`config.mk`:
```
export PLATFORM = sky130hd
export DESIGN_NAME = dbrr_ctrl
export DESIGN_NICKNAME = d
export VERILOG_FILES = /design/src/rtl/core/dbrr_pkg.sv /design/src/rtl/core/dbrr_ctrl.sv
export SDC_FILE = /design/constraint.sdc
export NUM_CORES = 1
export LEC_CHECK = 0
export ABC_AREA = 1
export BUFFER_PORTS_ARGS = -buffer_cell sky130_fd_sc_hd__buf_2
export CAP_MARGIN = 20
export CORE_AREA = 2 2 39 41
export DETAILED_ROUTE_END_ITERATION = 10
export DIE_AREA = 0 0 41 43
export PLACE_DENSITY = 0.52
export SKIP_CTS_REPAIR_TIMING = 1
export SLEW_MARGIN = 20
export SYNTH_ARGS = -nofsm -noshare
export SYNTH_HDL_FRONTEND = slang
export SYNTH_SLANG_ARGS = --single-unit
export TNS_END_PERCENT = 1
```
`constraint.sdc`:
```
create_clock -name clk -period 1.2 [get_ports clk]
set_clock_uncertainty 0.15 [all_clocks]
set_input_delay 0.18 -clock clk [delete_from_list [all_inputs] [get_ports clk]]
set_output_delay 0.18 -clock clk [all_outputs]
set_load 0.01 [all_outputs]
```
`src/rtl/core/dbrr_pkg.sv`:
```
`default_nettype none

package dbrr_pkg;

  // fixed field widths
  localparam int OP_W       = 2;
  localparam int COORD_W    = 11;
  localparam int SAMPLE_W   = 16;
  localparam int DIM_W      = 12;
  localparam int CUBE_W     = 3;
  localparam int CFG_IDX_W  = 2;
  localparam int CFG_DATA_W = 12;
  localparam int TILE_W     = 24;

  // largest tile edge exponent that a register write may set
  localparam int TILE_EXP_LIMIT = 5;

  // operation codes
  localparam logic [OP_W-1:0] OP_LUMA    = 2'd0;
  localparam logic [OP_W-1:0] OP_CR      = 2'd1;
  localparam logic [OP_W-1:0] OP_CB      = 2'd2;
  localparam logic [OP_W-1:0] OP_REBUILD = 2'd3;

  // register indexes
  localparam logic [CFG_IDX_W-1:0] REG_CUBE_BITS    = 2'd0;
  localparam logic [CFG_IDX_W-1:0] REG_FRAME_WIDTH  = 2'd1;
  localparam logic [CFG_IDX_W-1:0] REG_FRAME_HEIGHT = 2'd2;

  // register reset values
  localparam logic [CUBE_W-1:0] CUBE_BITS_RESET    = 3'd4;
  localparam logic [DIM_W-1:0]  FRAME_WIDTH_RESET  = 12'd320;
  localparam logic [DIM_W-1:0]  FRAME_HEIGHT_RESET = 12'd240;

  // generator
  localparam logic [31:0] LCG_MUL   = 32'd1103515245;
  localparam logic [31:0] LCG_ADD   = 32'd12345;
  localparam int          DIR_SHIFT = 24;

  // tile directions
  typedef enum logic [1:0] {
    DIR_KEEP          = 2'd0,
    DIR_QUARTER       = 2'd1,
    DIR_HALF          = 2'd2,
    DIR_THREE_QUARTER = 2'd3
  } dir_t;

  // controller to datapath
  typedef struct packed {
    logic load;
    logic index;
    logic lookup;
    logic emit;
    logic build_start;
    logic build_step;
  } ctrl_cmd_t;

  // datapath to controller
  typedef struct packed {
    logic out_free;
    logic build_done;
  } dp_status_t;

endpackage

`default_nettype wire

```
`src/rtl/core/dbrr_ctrl.sv`:
```
`default_nettype none

module dbrr_ctrl (
  input  wire logic                           clk,
  input  wire logic                           rst,
  input  wire logic                           in_valid,
  input  wire logic [dbrr_pkg::OP_W-1:0]      operation,
  input  wire dbrr_pkg::dp_status_t           status,
  output logic                                in_stall,
  output dbrr_pkg::ctrl_cmd_t                 cmd
);
  import dbrr_pkg::*;

  typedef enum logic [4:0] {
    S_IDLE   = 5'b00001,
    S_INDEX  = 5'b00010,
    S_LOOKUP = 5'b00100,
    S_EMIT   = 5'b01000,
    S_BUILD  = 5'b10000
  } state_t;

  state_t state;
  state_t state_next;

  // only an idle controller takes a word
  assign in_stall = (state != S_IDLE);

  // next state and commands
  always_comb begin
    state_next = state;
    cmd        = '0;
    unique case (state)
      S_IDLE: begin
        if (in_valid) begin
          cmd.load = 1'b1;
          if (operation == OP_REBUILD) begin
            cmd.build_start = 1'b1;
            state_next      = S_BUILD;
          end else begin
            state_next = S_INDEX;
          end
        end
      end
      S_INDEX: begin
        cmd.index  = 1'b1;
        state_next = S_LOOKUP;
      end
      S_LOOKUP: begin
        cmd.lookup = 1'b1;
        state_next = S_EMIT;
      end
      S_EMIT: begin
        if (status.out_free) begin
          cmd.emit   = 1'b1;
          state_next = S_IDLE;
        end
      end
      S_BUILD: begin
        if (status.build_done) begin
          state_next = S_IDLE;
        end else begin
          cmd.build_step = 1'b1;
        end
      end
      default: begin
        state_next = S_IDLE;
      end
    endcase
  end

  // state register
  always_ff @(posedge clk) begin
    if (rst) begin
      state <= S_IDLE;
    end else begin
      state <= state_next;
    end
  end

endmodule

`default_nettype wire

```
Yosys cells after proc, flatten, opt, wreduce, memory -nomap -nowiden --
Index checks and enable logic that the tools add are counted.
Operators by class: eq/ne operators 10, muxes and demuxes 16, reduce and logical (&&, ||, !) cells 1
Operator list (count):
- 5-bit case mux with 5 select lines | 1
- 5-bit 2-to-1 mux | 4
- 1-bit 2-to-1 mux | 11
- 2-bit inequality test, second input constant | 3
- 5-bit by 1-bit == test with 1-bit output, second input constant | 1
- 5-bit by 2-bit == test with 1-bit output, second input constant | 1
- 5-bit by 3-bit == test with 1-bit output, second input constant | 1
- 5-bit by 4-bit == test with 1-bit output, second input constant | 1
- 5-bit == test, second input constant | 1
- 5-bit by 1-bit inequality test with 1-bit output, second input constant | 1
- 3-bit AND reduction | 1
- 2-bit == test, second input constant | 1
Word-level totals: flip-flop bits (word level) 5, input port bits 7, output and inout bits 7, logic and storage cells 28

Longest topological paths before layout --
word-level depth 4, gate-level depth with buffers 7, mapped depth without buffers 7

Worst setup path after synthesis --
Ideal clock, no wire load.
path type reg2out, start point register state[2], end point output port cmd[1] (netlist bit), arrival time 888 ps, data required time 870 ps, setup slack -18 ps, stages on the path, launching flop included 6, path buffers 0, path through dfxtp_1 -> nor2_4 -> nand3_4 -> nor2_4 -> nand2_2 -> inv_1
RTL lines:
- start: declaration | RTL line dbrr_ctrl.sv:22 | state_t state;
- start signal: assignment | RTL line dbrr_ctrl.sv:76 | state <= state_next;
- end: declaration | RTL line dbrr_ctrl.sv:10 | output dbrr_pkg::ctrl_cmd_t cmd

Final worst setup path --
start point register state[0], end point output port in_stall
On the way: cells in the longest elaborated chain, start to end 1
Ends and longest elaborated chain:
- 5-bit by 1-bit inequality test with 1-bit output | RTL line dbrr_ctrl.sv:26 | assign in_stall = (state != S_IDLE);
- end: declaration | RTL line dbrr_ctrl.sv:9 | output logic in_stall,
No other way between the ends.

==> flow_summary.toml <==
[layout]
largest_reg_flops = 5
drive_above_1_share_pct = 54.7
nNetsFinal = 72
multiInputGateArea_um2 = 176
reg_top3 = "state (5)"
seqCellArea_um2 = 106
diodes = 0
largest_register = "state"
finalNonFillerCells = 80
area_growth_pct = 52.3
layout_common_cells = "buf_2, inv_1, nor2_1"
final_common_cell = "buf_2"
num-fill-cells = 161

[global_route]
track_usage_pct = 10.6
grt_pass1_vias = 286
antenna_found_initial = 0
grt_overflow = 0
grt_start_max_net_pins = 7
grt_pass1_wl_um = 1200

[drt]
vias = 319
drtIter0Drc = 4
drt_pass1_iterations = 4
drt-total-wl_um = 661
ant_nets = 0
drcViolationCount = 0
via_per_inst = 3.99
routedWlPerCell_um = 8.26

[setup_path]
worst-setup-path-type = "reg2out"
cp-start-kind = "flip-flop"
reg2reg_setup_slack_ns = -0.10
cp.arrival_ns = 1.13
critPathCaptureType = "primary output"
r2r_cells = 8
r2r-start = "state[0]"
cp_max_fo = 5
required_ns = 0.87
r2r_end = "state[4]"

[power_and_ir_drop]
vdd_ir_drop_max_mv = 0.344
switchingPower_mw = 0.158
combPwrFrac_pct = 27.5
p_int_mw = 0.376
powerDensity_nw_per_um2 = 1090
p_sw_share_pct = 29.6
total_power_mw = 0.534
p_leak_nw = 0.282
power.share.clock_pct = 36.6
seqPwrFrac_pct = 35.8

[timing]
worstMarginPinSlew_ns = 0.175
rsz0062_at_grt = "yes"
finalSetupViolCount = 9
fmax_mhz = 686
drv_slew = 0
worst_slack_ns = -0.258
min_period_ns = 1.46
slew-limit-headroom_pct = 88.2
finalHoldViolations = 0
fin_crit_sh_pct = 121

[clock_tree]
clockBufferDepth = 2
cts-root-buf = "clkbuf_4"
clock-sinks = 5
cts-buffers-inserted = 3
insertion_delay_ns = 0.24
cts_tree = "built"
htree_levels = 1
clk_pin_slew_ns = 0.05

[place]
hpwl_um = 533
dp_cells = 75
port_buffers = 13
dp_slack_ns = -0.0191
gp_congestion = 0.683

[floorplan]
die_w_um = 41
ios = 14
row_count = 14
die-area_um2 = 1760
fp.dieH_um = 43
initial_core_util_pct = 23.1
core_um2 = 1380

[synthesis]
yosys_warnings = 0
ys_seq_area_share_pct = 31.3
synthCells = 43
ys_seq_elements = 5
syn-mean-instance-area_um2 = 7.45
synth.distinct_cells = 16
synth_area_um2 = 320
syn_nets = 50

[min_path]
hold_path_end = "state[4]"
worstHoldStart = "rst"
min_path_cells = 2
hold_path_class = "in2reg"

[flow_run]
maxCapViolations = 0

[status]
status = "finished, violations left"
violations = "negative setup slack"
-- worst max-delay path, cell delays in order, from the launching register on --
cell and delay [ns]:
dfxtp_4 0.37, inv_4 0.04, nor2_4 0.09, nand3_4 0.09, buf_4 0.16, buf_2 0.13
-- cells in the mapped netlist (all sizes together) --
cell | instances | area, um^2
a21oi | 2 | 13.8
bufinv | 1 | 17.5
dfxtp | 5 | 100
inv | 10 | 37.5
nand2 | 6 | 25.0
nand3 | 3 | 27.5
nand4 | 3 | 18.8
nor2 | 11 | 66.3
nor4 | 1 | 6.26
o21bai | 1 | 7.51
-- power groups by stage --
stage | sequential [mW] | combinational [mW] | clock, mW
floorplan | 0.188 | 0.0910 | 0
global placement | 0.189 | 0.138 | 0
detailed placement | 0.189 | 0.139 | 0
CTS | 0.186 | 0.140 | 0.207
global route | 0.193 | 0.166 | 0.216
finish | 0.191 | 0.147 | 0.196
-- layer usage --
layer	vias up	track usage [%]	part of all wire, %
met3	0	1.57	9.5
met5	-	0	0
met1	128	14.8	46
li1	176	-	-
met4	0	12.0	0
met2	15	11.9	44
-- stage by stage --
step	area, um^2	util (%)	setup TNS (ns)	hold WS (ns)
6_report	488	35.3	-1.54	0.0151
2_1_floorplan	322	-	-0.0106	0.0924
5_1_grt	488	35.3	-2.36	0.0301
4_1_cts	455	32.9	-1.74	-0.00132
3_5_place_dp	429	31.0	-0.0198	0.260
3_3_place_gp	429	31.0	-0.0192	0.255
-- worst max path at each step --
stage,start,end,cells past startpoint
detailed placement,state[3],cmd[1],6
floorplan,state[1],cmd[1],5
global placement,state[3],cmd[1],6
CTS,state[0],cmd[1],7
global route,state[0],cmd[1],7
finish,state[0],in_stall,5
-- cell type report --
class,count,share of cell area [%]
sequential,5,21.8
tap,16,4.10
clock buffer,4,5.38
timing repair buffer,17,20.8
inverter,11,11.8
multi-input combinational,27,36.2
-- kinds of logic (layout without fill, tap and decap cells) --
family	count (synthesis)	in the layout	synth area share [%]
compound gates	3	3	6.64
flops	5	5	31.3
simple gates	24	24	44.9
buf+inv	11	32	17.2
Power figures use the tool's default switching activity.
